===== src/cif_pkg.sv =====
// shared constants, codes and beat types of the can identifier ignore filter
package cif_pkg;

	localparam int LIST_DEPTH = 16;
	localparam int ID_W       = 11;
	localparam int ID_MAX     = 'h7ff;

	localparam int CNT_W  = $clog2(LIST_DEPTH + 1);
	localparam int ADDR_W = (LIST_DEPTH > 1) ? $clog2(LIST_DEPTH) : 1;
	localparam int CMP_W  = (CNT_W > 4) ? CNT_W : 4;
	localparam int LC_W   = (CNT_W > 5) ? CNT_W : 5;

	localparam logic [1:0] OP_ADD   = 2'd0;
	localparam logic [1:0] OP_CLEAR = 2'd1;
	localparam logic [1:0] OP_CHECK = 2'd2;
	localparam logic [1:0] OP_READ  = 2'd3;

	localparam logic [1:0] ST_OK        = 2'd0;
	localparam logic [1:0] ST_FULL      = 2'd1;
	localparam logic [1:0] ST_TOO_LARGE = 2'd2;
	localparam logic [1:0] ST_NO_INDEX  = 2'd3;

	typedef logic [CNT_W-1:0]  cnt_t;
	typedef logic [ADDR_W-1:0] addr_t;

	typedef struct packed {
		logic [1:0]  opcode;
		logic [15:0] id_value;
		logic [3:0]  entry_index;
	} req_item_t;

	typedef struct packed {
		logic [1:0]      status;
		logic            ignored;
		logic [ID_W-1:0] entry_id;
		logic [4:0]      list_count;
	} rsp_item_t;

	// count reported modulo 32
	function automatic logic [4:0] to_list_count(cnt_t c);
		logic [LC_W-1:0] w;
		w = LC_W'(c);
		return w[4:0];
	endfunction

endpackage


===== src/can_id_ignore_filter.sv =====
// can identifier ignore list: add, clear, check and read over one id memory
//
// One request beat is taken at a time and gives exactly one response beat. Add and clear pass
// from acceptance through S_FIN to the response register, read through S_RDW and S_FIN, and
// check through S_WALK, S_DRAIN and S_FIN (straight to S_FIN when the list is empty), because
// the check walks the stored identifiers one per cycle through the single read port of the id
// memory. The response sits in its own register, so the next request is taken while an earlier
// response still waits. The id memory has no reset; only entries below the count are ever used.
module can_id_ignore_filter
	import cif_pkg::*;
(
	input  logic      clk,
	input  logic      arst_n,
	input  logic      req_valid,
	output logic      req_ready,
	input  req_item_t req,
	output logic      rsp_valid,
	input  logic      rsp_ready,
	output rsp_item_t rsp
);

	localparam logic [2:0] S_IDLE  = 3'd0;
	localparam logic [2:0] S_WALK  = 3'd1;
	localparam logic [2:0] S_DRAIN = 3'd2;
	localparam logic [2:0] S_RDW   = 3'd3;
	localparam logic [2:0] S_FIN   = 3'd4;

	logic [2:0]      state_q;
	cnt_t            count_q;
	addr_t           ptr_q;
	logic [15:0]     id_q;
	logic            hit_q;
	logic            cmp_s1;
	rsp_item_t       res_q;
	rsp_item_t       out_q;
	logic            out_valid_q;

	logic [ID_W-1:0] mem [LIST_DEPTH];
	logic [ID_W-1:0] rd_data_q;
	addr_t           rd_addr;
	logic            mem_we;
	logic [CMP_W-1:0] idx_w;
	logic            id_small;
	logic            match;
	logic            walk_last;

	assign req_ready = (state_q == S_IDLE);
	assign rsp_valid = out_valid_q;
	assign rsp       = out_q;

	assign idx_w     = CMP_W'(req.entry_index);
	assign id_small  = (req.id_value <= 16'(ID_MAX));
	assign rd_addr   = (state_q == S_WALK) ? ptr_q : idx_w[ADDR_W-1:0];
	assign mem_we    = req_valid && req_ready && (req.opcode == OP_ADD)
	                   && (count_q < CNT_W'(LIST_DEPTH)) && id_small;
	// an id wider than 11 bits can never match a stored entry
	assign match     = cmp_s1 && (rd_data_q == id_q[ID_W-1:0])
	                   && (id_q <= 16'(ID_MAX));
	assign walk_last = (CNT_W'(ptr_q) == (count_q - CNT_W'(1)));

	// one item in flight at a time, so no read that is used can overlap a write to the same entry
	always_ff @(posedge clk) begin
		if (mem_we) begin
			mem[count_q[ADDR_W-1:0]] <= req.id_value[ID_W-1:0];
		end
		rd_data_q <= mem[rd_addr];
	end

	always_ff @(posedge clk or negedge arst_n) begin
		if (!arst_n) begin
			state_q     <= S_IDLE;
			count_q     <= '0;
			out_valid_q <= 1'b0;
			cmp_s1      <= 1'b0;
			hit_q       <= 1'b0;
			ptr_q       <= '0;
		end else begin
			if ((state_q == S_FIN) && (!out_valid_q || rsp_ready)) begin
				out_valid_q <= 1'b1;
			end else if (out_valid_q && rsp_ready) begin
				out_valid_q <= 1'b0;
			end
			// compare runs on the registered read data, in the cycle after each walk read
			cmp_s1 <= (state_q == S_WALK);
			case (state_q)
				S_IDLE: begin
					if (req_valid) begin
						id_q           <= req.id_value;
						res_q.ignored  <= 1'b0;
						res_q.entry_id <= '0;
						case (req.opcode)
							OP_ADD: begin
								state_q <= S_FIN;
								if (count_q >= CNT_W'(LIST_DEPTH)) begin
									res_q.status     <= ST_FULL;
									res_q.list_count <= to_list_count(count_q);
								end else if (!id_small) begin
									res_q.status     <= ST_TOO_LARGE;
									res_q.list_count <= to_list_count(count_q);
								end else begin
									res_q.status     <= ST_OK;
									count_q          <= count_q + CNT_W'(1);
									res_q.list_count <= to_list_count(count_q + CNT_W'(1));
								end
							end
							OP_CLEAR: begin
								state_q          <= S_FIN;
								res_q.status     <= ST_OK;
								count_q          <= '0;
								res_q.list_count <= 5'd0;
							end
							OP_CHECK: begin
								res_q.status     <= ST_OK;
								res_q.list_count <= to_list_count(count_q);
								hit_q            <= 1'b0;
								ptr_q            <= '0;
								if (count_q != '0) begin
									state_q <= S_WALK;
								end else begin
									state_q <= S_FIN;
								end
							end
							OP_READ: begin
								res_q.list_count <= to_list_count(count_q);
								if (idx_w < CMP_W'(count_q)) begin
									res_q.status <= ST_OK;
									state_q      <= S_RDW;
								end else begin
									res_q.status <= ST_NO_INDEX;
									state_q      <= S_FIN;
								end
							end
							default: begin
								res_q.status     <= ST_OK;
								res_q.list_count <= to_list_count(count_q);
								state_q          <= S_FIN;
							end
						endcase
					end
				end
				S_WALK: begin
					// issue one read per cycle, compare the previous one
					if (match) begin
						hit_q <= 1'b1;
					end
					ptr_q <= ptr_q + ADDR_W'(1);
					if (walk_last) begin
						state_q <= S_DRAIN;
					end
				end
				S_DRAIN: begin
					res_q.ignored <= hit_q | match;
					state_q       <= S_FIN;
				end
				S_RDW: begin
					res_q.entry_id <= rd_data_q;
					state_q        <= S_FIN;
				end
				S_FIN: begin
					if (!out_valid_q || rsp_ready) begin
						out_q   <= res_q;
						state_q <= S_IDLE;
					end
				end
				default: begin
					state_q <= S_IDLE;
				end
			endcase
		end
	end

endmodule


===== config.mk =====
export PLATFORM = sky130hd
export DESIGN_NAME = can_id_ignore_filter
export DESIGN_NICKNAME = d
export VERILOG_FILES = /design/src/cif_pkg.sv /design/src/can_id_ignore_filter.sv
export SDC_FILE = /design/constraint.sdc
export NUM_CORES = 1
export LEC_CHECK = 0
export ABC_AREA = 0
export BUFFER_PORTS_ARGS = -buffer_cell sky130_fd_sc_hd__buf_2
export CELL_PAD_IN_SITES_DETAIL_PLACEMENT = 2
export CELL_PAD_IN_SITES_GLOBAL_PLACEMENT = 2
export CORE_MARGIN = 2
export CORE_UTILIZATION = 42
export DETAILED_ROUTE_END_ITERATION = 8
export GPL_TIMING_DRIVEN = 0
export PLACE_DENSITY = 0.77
export SLEW_MARGIN = 0
export SYNTH_ARGS = -nofsm -noshare
export SYNTH_HDL_FRONTEND = slang
export SYNTH_SLANG_ARGS = --single-unit

===== constraint.sdc =====
create_clock -name clk -period 2.8 [get_ports clk]
set_input_delay 0 -clock clk [delete_from_list [all_inputs] [get_ports clk]]
set_output_delay 0 -clock clk [all_outputs]
set_load 0.01 [all_outputs]

## Word level (Yosys, flattened, before mapping)

Memory sizes are Yosys's and may differ from the RTL's. A register that Yosys moved wholly into a read port is not among the register bits.
Index checks and enable logic that the tools add are counted.

| word-level totals | value |
|---|---|
| memories kept | 1 |
| bits in writable memories | 176 |
| input port bits | 26 |
| flip-flop bits (word level) | 69 |
| output and inout bits | 21 |

Memory list:

| name | words | width | rd ports | clocked after memory_dff | wr ports | line | text |
|---|---|---|---|---|---|---|---|
| mem | 16 | 11 | 1 | 1 | 1 | can_id_ignore_filter.sv:38 | `logic [ID_W-1:0] mem [LIST_DEPTH];` |

| cells by class | value |
|---|---|
| $lt $le $gt $ge | 5 |
| reduce and logical (&&, ||, !) cells | 30 |
| equality and inequality tests | 14 |
| bitwise logic cells | 1 |
| add/subtract/negate cells | 3 |
| multiplexer cells | 30 |

Operators with widths:

| cell | number |
|---|---|
| less-or-equal comparator 16 x 11 -> 1 bit, second input constant | 2 |
| case mux 11 bit (2 select lines) | 1 |
| AND reduction 3 bit | 7 |
| two-way mux 17 bit | 1 |
| two-way mux 3 bit | 5 |
| case mux 5 bit (3 select lines) | 1 |
| two-way mux 4 bit | 3 |
| case mux 3 bit (4 select lines) | 1 |
| == test 11 bit | 1 |
| two-way mux 5 bit | 2 |
| case mux 5 bit (2 select lines) | 1 |
| nonzero test 2 bit | 5 |
| case mux 3 bit (3 select lines) | 1 |
| logical AND 1 bit | 8 |
| case mux 4 bit (2 select lines) | 1 |
| OR reduction 2 bit | 4 |
| two-way mux 1 bit | 7 |
| == test 3 x 2 -> 1 bit, second input constant | 2 |
| two-way mux 2 bit | 3 |
| != test 2 bit, second input constant | 3 |
| case mux 2 bit (3 select lines) | 1 |
| adder 5 x 1 -> 5 bit, second input constant | 1 |
| == test 4 x 5 -> 1 bit | 1 |
| >= comparator 5 bit, second input constant | 1 |
| 17 further kinds | 20 |

## Longest topological paths before layout

Gate-level depths: netlist of the first run.

| depth | value |
|---|---|
| depth in word-level cells | 7 |
| mapped depth | 9 |
| depth with buffers taken out | 7 |

## Worst setup path after synthesis of the first run

No wires, ideal clock.

| timing path | value |
|---|---|
| kind | register -> register |
| start | register state_q[0] |
| end | memory mem[10][0] (enable) |
| arrival time | 2.345 ns |
| library setup time | 0.408 ns |
| setup slack | 0.047 ns |
| buffers on the path | 1 |
| cell stages (with the launch flop) | 5 |
| cell sequence | dfrtp_1 clkbuf_1 nor4b_2 nand3_1 nor4_1 |

| between the ends | value |
|---|---|
| longest elaborated chain between the ends | 7 |

RTL lines:

| item | line | text |
|---|---|---|
| start: declaration | can_id_ignore_filter.sv:28 | `logic [2:0] state_q;` |
| start signal: assignment | can_id_ignore_filter.sv:71 | `state_q <= S_IDLE;` |
| start signal: assignment | can_id_ignore_filter.sv:93 | `state_q <= S_FIN;` |
| start signal: assignment | can_id_ignore_filter.sv:107 | `state_q <= S_FIN;` |
| logical NOT 3 bit | can_id_ignore_filter.sv:47 | `assign req_ready = (state_q == S_IDLE);` |
| logical AND 1 bit (2 in series) | can_id_ignore_filter.sv:54 | `assign mem_we = req_valid && req_ready && (req.opcode == OP_ADD)` |
| logical AND 1 bit (2 in series) | can_id_ignore_filter.sv:55 | `&& (count_q < CNT_W'(LIST_DEPTH)) && id_small;` |
| two-way mux 1 bit | can_id_ignore_filter.sv:63 | `if (mem_we) begin` |
| two-way mux 1 bit (not written as such) | can_id_ignore_filter.sv:64 | `mem[count_q[ADDR_W-1:0]] <= req.id_value[ID_W-1:0];` |
| end: declaration | can_id_ignore_filter.sv:38 |  |

Every way passes these cells.

## Final worst setup path of the first run

| timing path | value |
|---|---|
| start | register state_q[0] |
| end | memory mem[5][8] (enable) |

The elaborated chain is that of the path after synthesis.

==> reports/metrics.yaml, run 1 <==
outcome:
  outcome: "complete, but fails checks"
  failed_checks: "negative setup slack"
clock_network:
  clock-sinks: 256
  cts_max_level: 1
  cts_max_path_buffers: 3
  clk_pin_slew_ns: 0.06
  cts_tree: "yes"
  cts_root_buf: "clkbuf_16"
  clkLatencyLatePin_ns: 0.56
  cts_buffers: 29
grt:
  globalRouteMet1Util_pct: 32.34
  grt_util_met2_pct: 43.91
  grtUsageMet3_pct: 4.607
  grtUsageTotal_pct: 25.32
  grt_pass1_vias: 8089
  gr-total-overflow: 0
  antenna_found_initial: 0
  grt.busiest_layer: "met2"
  grt_pass1_wl_um: 52870
  grt_max_degree: 24
power:
  p_leak_nw: 4.627
  pwr-share-clk_pct: 33.6
  p_int_mw: 7.752
  vdd_drop_max_uv: 537.2
  pwr-share-comb_pct: 25.0
  p_sw_share_pct: 30.63
  p_sw_mw: 3.423
  p_seq_share_pct: 41.3
  power_density_nw_per_um2: 817.4
  finalPower_mw: 11.17
setup_path:
  r2r_slack_ns: -0.07
  crit_end: "mem[5][8]"
  startpoint: "state_q[0]"
  timing.rr.start: "state_q[0]"
  end_kind: "flip-flop"
  crit_required_ns: 3.05
  r2r_cells: 8
  critPathKind: "flip-flop to flip-flop"
  arrival_ns: 3.11
  critPathMaxFanout: 10
  r2r-end: "mem[5][8]"
  worstSetupStartpointType: "flip-flop"
synth:
  postSynthNetCount: 731
  synth_edf_count: 230
  yosys.area.top_type_share_pct: 60.88
  synth_seq_area_share_pct: 66.13
  syn_area_um2: 11340
  ys_types: 56
  yosysWarningCount: 0
  synth_top_area_cell: "edfxtp_1"
  ys_ff_latch: 256
  avgSynthCellArea_um2: 16.30
  synth_top_cells_by_area: "edfxtp_1, mux4_2, dfrtp_1, dfxtp_1, a211oi_1"
  syn-instance-count: 696
  async_flop_share_pct: 5.859
  synth_flop_cell: "edfxtp_1"
routing:
  drtPass1Iterations: 5
  vias: 7310
  wl_um: 36230
  postRouteAntennaNets: 0
  first_iter_violations: 770
  wl_per_cell_um: 30.34
  avgViaCountPerCell: 6.122
  drc: 0
final_layout:
  final_nets: 865
  synthToLayoutAreaGrowth_pct: 20.50
  num_antenna_cells: 0
  fin_cells: 1194
  drive_gt1_share_pct: 28.37
floorplan:
  die_y_um: 168.4
  die_area_um2: 28340
  boundaryPins: 47
  num_rows: 60
  initial_core_util_pct: 42.45
  fp.coreArea_um2: 26730
  die_w_um: 168.4
placement:
  gp_congestion: 0.8747
  placedCellCount: 1095
  port_buffers: 46
  hpwl_um: 23450
hold_path:
  hold_class: "input port to flip-flop"
timing:
  fin_hold_ws_ns: 0.1398
  drv_slew: 0
  finalHoldViolations: 0
  fin_ws_ns: -0.06937
  fin_crit_sh_pct: 102.5
  rsz0062_at_grt: "yes"
  relSlewSlack_pct: 26.62
  fmax_mhz: 348.5
  fin_skew_ns: 0.02335
  tightest_slew_ns: 1.101
  setup_violations: 10
  fin_crit_ns: 2.869
job:
  maxCapViolations: 0
[power by group through the flow]
stage / clock, mW / combinational [mW] / sequential [mW]
3_5_place_dp: 0 / 2.62 / 4.70
2_1_floorplan: 0 / 1.73 / 4.67
3_3_place_gp: 0 / 2.47 / 4.67
6_report: 3.76 / 2.80 / 4.62
5_1_grt: 3.96 / 2.99 / 4.64
4_1_cts: 3.80 / 2.74 / 4.62
[through the flow]
stage	TNS (ns)	instance area (um2)	util (%)	setup WS [ns]
6_report	-0.6550	13670	51.15	-0.06937
5_1_grt	-2.721	13670	51.15	-0.1345
4_1_cts	0	13470	50.41	0.01222
3_5_place_dp	-52.56	12170	45.55	-0.5931
3_3_place_gp	-159.22	12000	44.91	-1.380
2_1_floorplan	0	11340	-	0.04696
[worst max-delay path: stages, from the launching register on]
cell and delay, ns:
dfrtp_1 0.40, clkbuf_1 0.25, nor4b_4 0.32, buf_4 0.20, nand2_1 0.13, nor2_1 0.26
nand2_1 0.28, nor3_2 0.47, buf_6 0.24
[worst min path at each step]
stage	start	end	slack (ns)	depth (start not counted)
after floorplan	arst_n	cmp_s1	-0.30	0
after global placement	arst_n	count_q[2]	-0.04	1
after detailed placement	arst_n	count_q[2]	-0.02	1
after CTS	req[3]	rd_data_q[8]	0.08	5
after global routing	req[3]	rd_data_q[8]	0.13	5
final	req[3]	rd_data_q[8]	0.14	5
[routing by layer]
layer | part of all wire [%] | wire length, um | up-vias
met1 | 40 | 14370 | 3842
met2 | 50 | 18280 | 311
met5 | 0 | 0 | -
met3 | 6.4 | 2324 | 74
li1 | - | - | 3083
met4 | 3.5 | 1258 | 0
[registers in the layout, indices dropped and copies added, names as in the netlist]
name / count
hit_q: 1
rsp_valid: 1
id_q: 16
res_q: 19
count_q: 5
mem: 176
state_q: 3
cmp_s1: 1
ptr_q: 4
rd_data_q: 11
rsp: 19
[cells in the mapped netlist (7+ instances only)]
cell      number
edfxtp_1     230
inv_1         10
nor2b_1       24
nor2_1        19
a311o_1       11
xnor2_1       13
o31ai_1       12
nand3_1        7
buf_2         17
o21ai_0       31
and3_1        11
a21oi_1       18
mux2i_1       12
o22ai_1       23
nand2_1       37
dfrtp_1       15
a211oi_1      22
mux4_2        66
clkbuf_1      23
nor3_1        12
dfxtp_1       11
ha_1           9
nor4_1         9
[placed cells by master (no fill, tap or decap), drive strengths merged, types with 4 or more instances in the layout]
master,n
mux2i,14
a311o,11
xnor2,13
o22ai,23
clkbuf,71
dfrtp,15
buf,107
inv,12
nor3,13
ha,9
nand3,7
dfxtp,11
xor2,4
dlygate4sd3,22
mux4,66
a21oi,18
and3,11
nor4,9
o31ai,12
nand2b,4
a211oi,22
edfxtp,230
nor2,19
nand2,37
o21ai,31
nor2b,24
[cells by family after synthesis]
group,Yosys count,share of synthesized area [%]
AO/OA/AOI/OAI,132,7.776
AND/OR/NAND/NOR,142,6.662
flip-flops,256,66.13
buffers and inverters,60,2.570
multiplexers,80,14.56
adder cells (fa/ha/maj),9,0.9926
XOR/XNOR,17,1.312
[layout make-up]
class	count	area, um2
multi-input cells	380	3739
inverters	11	41.29
plain buffers	49	254.0
clock inverters	6	61.31
flip-flops and latches	256	7502
repair buffers	103	769.5
fillers	2428	13060
well taps	341	426.7
clock buffers	48	877.1
[timing repair]
action                                  CTS  global route
gates resized for setup                  18            10
pin swaps                                 2             7
setup buffers                             3            20
hold endpoints to repair                217             0
hold buffers                             22             0
endpoints found under the setup margin  159           129
Power figures use the tool's default switching activity.
==> run 2: changes to the inputs <==
--- a/config.mk
+++ b/config.mk
@@ -10,10 +10,10 @@
 export CELL_PAD_IN_SITES_DETAIL_PLACEMENT = 2
 export CELL_PAD_IN_SITES_GLOBAL_PLACEMENT = 2
 export CORE_MARGIN = 2
-export CORE_UTILIZATION = 42
+export CORE_UTILIZATION = 50
 export DETAILED_ROUTE_END_ITERATION = 8
 export GPL_TIMING_DRIVEN = 0
-export PLACE_DENSITY = 0.77
+export PLACE_DENSITY = 0.86
 export SLEW_MARGIN = 0
 export SYNTH_ARGS = -nofsm -noshare
 export SYNTH_HDL_FRONTEND = slang
==> constraint.sdc (replaced) <==
create_clock -name clk -period 3.53 [get_ports clk]
set_input_delay 0 -clock clk [delete_from_list [all_inputs] [get_ports clk]]
set_output_delay 0 -clock clk [all_outputs]
set_load 0.01 [all_outputs]
==> run 2 against run 1 <==
Effect of this change:
- the flow now finishes without violations
- cell area fell by 3.2%
- largest power group unchanged
- clock-buffer cell count shrank 17
- first-iteration DRC count is 15% lower
- setup slack better by 0.099 ns
- global-route usage grew 9.1 points
- combinational power shrank 17%
- wire length is 10% higher
- critical path depth decreased by 2
- maximum frequency shrank 18%
- die area shrank 16%
==> reports/metrics.yaml, run 2 (synthesized netlist as in run 1, its figures left out) <==
setup_path:
  slowest_stage: "nor2_1"  # was nor3_2
  r2r_slack_ns: 0.03  # was -0.07 ns
  crit_required_ns: 3.70  # was 3.05 ns
  max_stage_delay_ns: 1.00  # was 0.47 ns
  r2r-end: "mem[13][8]"  # was mem[5][8]
  timing.rr.start: "state_q[0]"  # unchanged
  crit_family: "simple AND/OR/NAND/NOR gates"  # unchanged
  r2r_cells: 6  # was 8
  critical_path_depth: 6  # was 8
  path_buf_inv: 1  # was 3
  critPathKind: "flip-flop to flip-flop"  # unchanged
  critPathMaxFanout: 11  # was 10
  crit_end: "mem[13][8]"  # was mem[5][8]
  worstSetupStartpointType: "flip-flop"  # unchanged
  end_kind: "flip-flop"  # unchanged
  cpMostUsedCell: "nor2_1"  # was nand2_1
  startpoint: "state_q[0]"  # unchanged
  crit_path_cell_trace: "clkbuf_1 -> nor4b_2 -> nand2_1 -> nor2_1 -> nand3_1 -> nor2_1"  # was clkbuf_1 -> nor4b_4 -> buf_4 -> nand2_1 -> nor2_1 -> nand2_1 -> nor3_2 -> buf_6
  arrival_ns: 3.67  # was 3.11 ns
clock_network:
  cts_buffers: 28  # was 29
  clk_pin_slew_ns: 0.07  # was 0.06 ns
  cts_root_buf: "clkbuf_16"  # unchanged
  cts_max_path_buffers: 3  # unchanged
  cts_max_level: 1  # unchanged
  clock-sinks: 256  # unchanged
  clkLatencyLatePin_ns: 0.57  # was 0.56 ns
  cts_tree: "yes"  # unchanged
timing:
  fin_hold_ws_ns: 0.01091  # was 0.1398 ns
  fmax_mhz: 285.7  # was 348.5 MHz
  fin_skew_ns: 0.01503  # was 0.02335 ns
  tightest_slew_ns: 1.433  # was 1.101 ns
  relSlewSlack_pct: 4.486  # was 26.62%
  fin_crit_sh_pct: 99.15  # was 102.5%
  setup_violations: 0  # was 10
  fin_crit_ns: 3.500  # was 2.869 ns
  rsz0062_at_grt: "yes"  # unchanged
  drv_slew: 0  # unchanged
  finalHoldViolations: 0  # unchanged
routing:
  drc: 0  # unchanged
  first_iter_violations: 651  # was 770
  drtPass1Iterations: 5  # unchanged
  postRouteAntennaNets: 0  # unchanged
  vias: 7571  # was 7310
  wl_per_cell_um: 35.87  # was 30.34 um
  wl_um: 39930  # was 36230 um
  avgViaCountPerCell: 6.802  # was 6.122
grt:
  grt_pass1_wl_um: 58670  # was 52870 um
  grt_pass1_vias: 8359  # was 8089
  grt_max_degree: 24  # unchanged
  gr-total-overflow: 0  # unchanged
  grtUsageTotal_pct: 34.46  # was 25.32%
  antenna_found_initial: 1  # was 0
final_layout:
  post-route-util_pct: 58.97  # was 51.15%
  final_common_cell: "edfxtp_1"  # unchanged
  fillerInstances: 1925  # was 2428
  final_cell_mix: "edfxtp_1, mux4_2, buf_2"  # unchanged
  final_nets: 840  # was 865
  drive_gt1_share_pct: 25.15  # was 28.37%
  synthToLayoutAreaGrowth_pct: 16.62  # was 20.50%
  largest_reg_flops: 176  # unchanged
  fin_cells: 1113  # was 1194
floorplan:
  die_w_um: 154.6  # was 168.4 um
  die_area_um2: 23910  # was 28340 um2
  num_rows: 55  # was 60
  boundaryPins: 47  # unchanged
  initial_core_util_pct: 50.57  # was 42.45%
  die_y_um: 154.6  # was 168.4 um
  fp.coreArea_um2: 22430  # was 26730 um2
placement:
  port_buffers: 46  # unchanged
  hpwl_um: 25680  # was 23450 um
  placedCellCount: 1038  # was 1095
  gp_congestion: 0.8675  # was 0.8747
power:
  power_density_nw_per_um2: 679.4  # was 817.4 nW/um2
  vdd_drop_max_uv: 460.9  # was 537.2 uV
  pwr-share-clk_pct: 33.0  # was 33.6%
  p_int_mw: 6.061  # was 7.752 mW
  p_leak_nw: 4.454  # was 4.627 nW
  p_sw_share_pct: 32.57  # was 30.63%
  p_seq_share_pct: 41.1  # was 41.3%
  pwr-share-comb_pct: 25.9  # was 25.0%
  p_sw_mw: 2.928  # was 3.423 mW
outcome:
  outcome: "finished, final reports clean"  # was complete, but fails checks
job:
  maxCapViolations: 0  # unchanged
hold_path:
  hold_class: "input port to flip-flop"  # unchanged
==> run 2: cell types whose count changed in the layout (fill, tap and decap cells not counted), sizes merged <==
cell | before | now
bufinv | 1 | 3
clkinv | 3 | 14
diode | 0 | 1
buf | 107 | 83
clkbuf | 71 | 54
clkinvlp | 1 | 3
==> run 2: per-stage QoR <==
stage	instance area [um2]	setup slack, ns	total power, mW	setup TNS [ns]
2_1_floorplan	11340	0.7770	5.073	0
3_3_place_gp	11930	-0.4852	5.635	-40.08
3_5_place_dp	12100	0.1151	5.887	0
4_1_cts	13220	0.02679	8.975	0
5_1_grt	13230	-0.1646	9.243	-5.268
6_report	13230	0.02994	8.989	0
==> run 2: how the worst min path moves through the flow <==
stage            start         end  slack [ns]  cells past startpoint
2_1_floorplan   arst_n      cmp_s1       -0.30                      0
3_3_place_gp    arst_n  count_q[2]       -0.04                      1
3_5_place_dp    arst_n  count_q[4]       -0.01                      1
4_1_cts        req[21]  state_q[2]        0.01                      4
5_1_grt        req[21]  state_q[2]        0.06                      4
6_report       req[21]  state_q[2]        0.01                      4
==> run 2: worst register-to-register path, cell delays in order, from the launching register on <==
cell and delay, ns:
dfrtp_1 0.42, clkbuf_1 0.26, nor4b_2 0.72, nand2_1 0.26, nor2_1 0.24, nand3_1 0.20
nor2_1 1.00
==> run 2: power groups by stage <==
stage	sequential [mW]	clock [mW]	combinational [mW]
after global placement	3.70	0	1.93
after detailed placement	3.75	0	2.14
after global routing	3.71	3.10	2.44
final	3.70	2.96	2.33
after floorplan	3.70	0	1.37
after CTS	3.69	2.99	2.29
==> run 2: metal layers <==
layer  vias up  track usage [%]  share of wire [%]  wire (um)
met1      3969            41.98                 36      14240
met4         0            17.20                5.6       2251
met2       432            59.01                 50      20150
met5         -                0                  0          0
met3       128            6.865                8.2       3286
li1       3042                -                  -          -
==> run 2: repair_timing <==
| item | in CTS | in global routing |
|---|---|---|
| gates resized for setup | 0 | 1 |
| setup endpoints to repair | 0 | 55 |
| hold buffers | 22 | 0 |
| hold endpoints to repair | 217 | 0 |
| setup buffers | 0 | 0 |
==> run 2: area by class of cell <==
class	count	area, um2	share of cell area (%)
Multi-Input combinational cell	380	3620	27.36
Tap cell	285	356.6	2.695
Timing Repair Buffer	79	551.8	4.171
Inverter	11	41.29	0.3121
Antenna cell	1	2.502	0.01891
Clock buffer	31	711.9	5.381
Buffer	49	250.2	1.891
Clock inverter	21	193.9	1.466
Sequential cell	256	7502	56.71
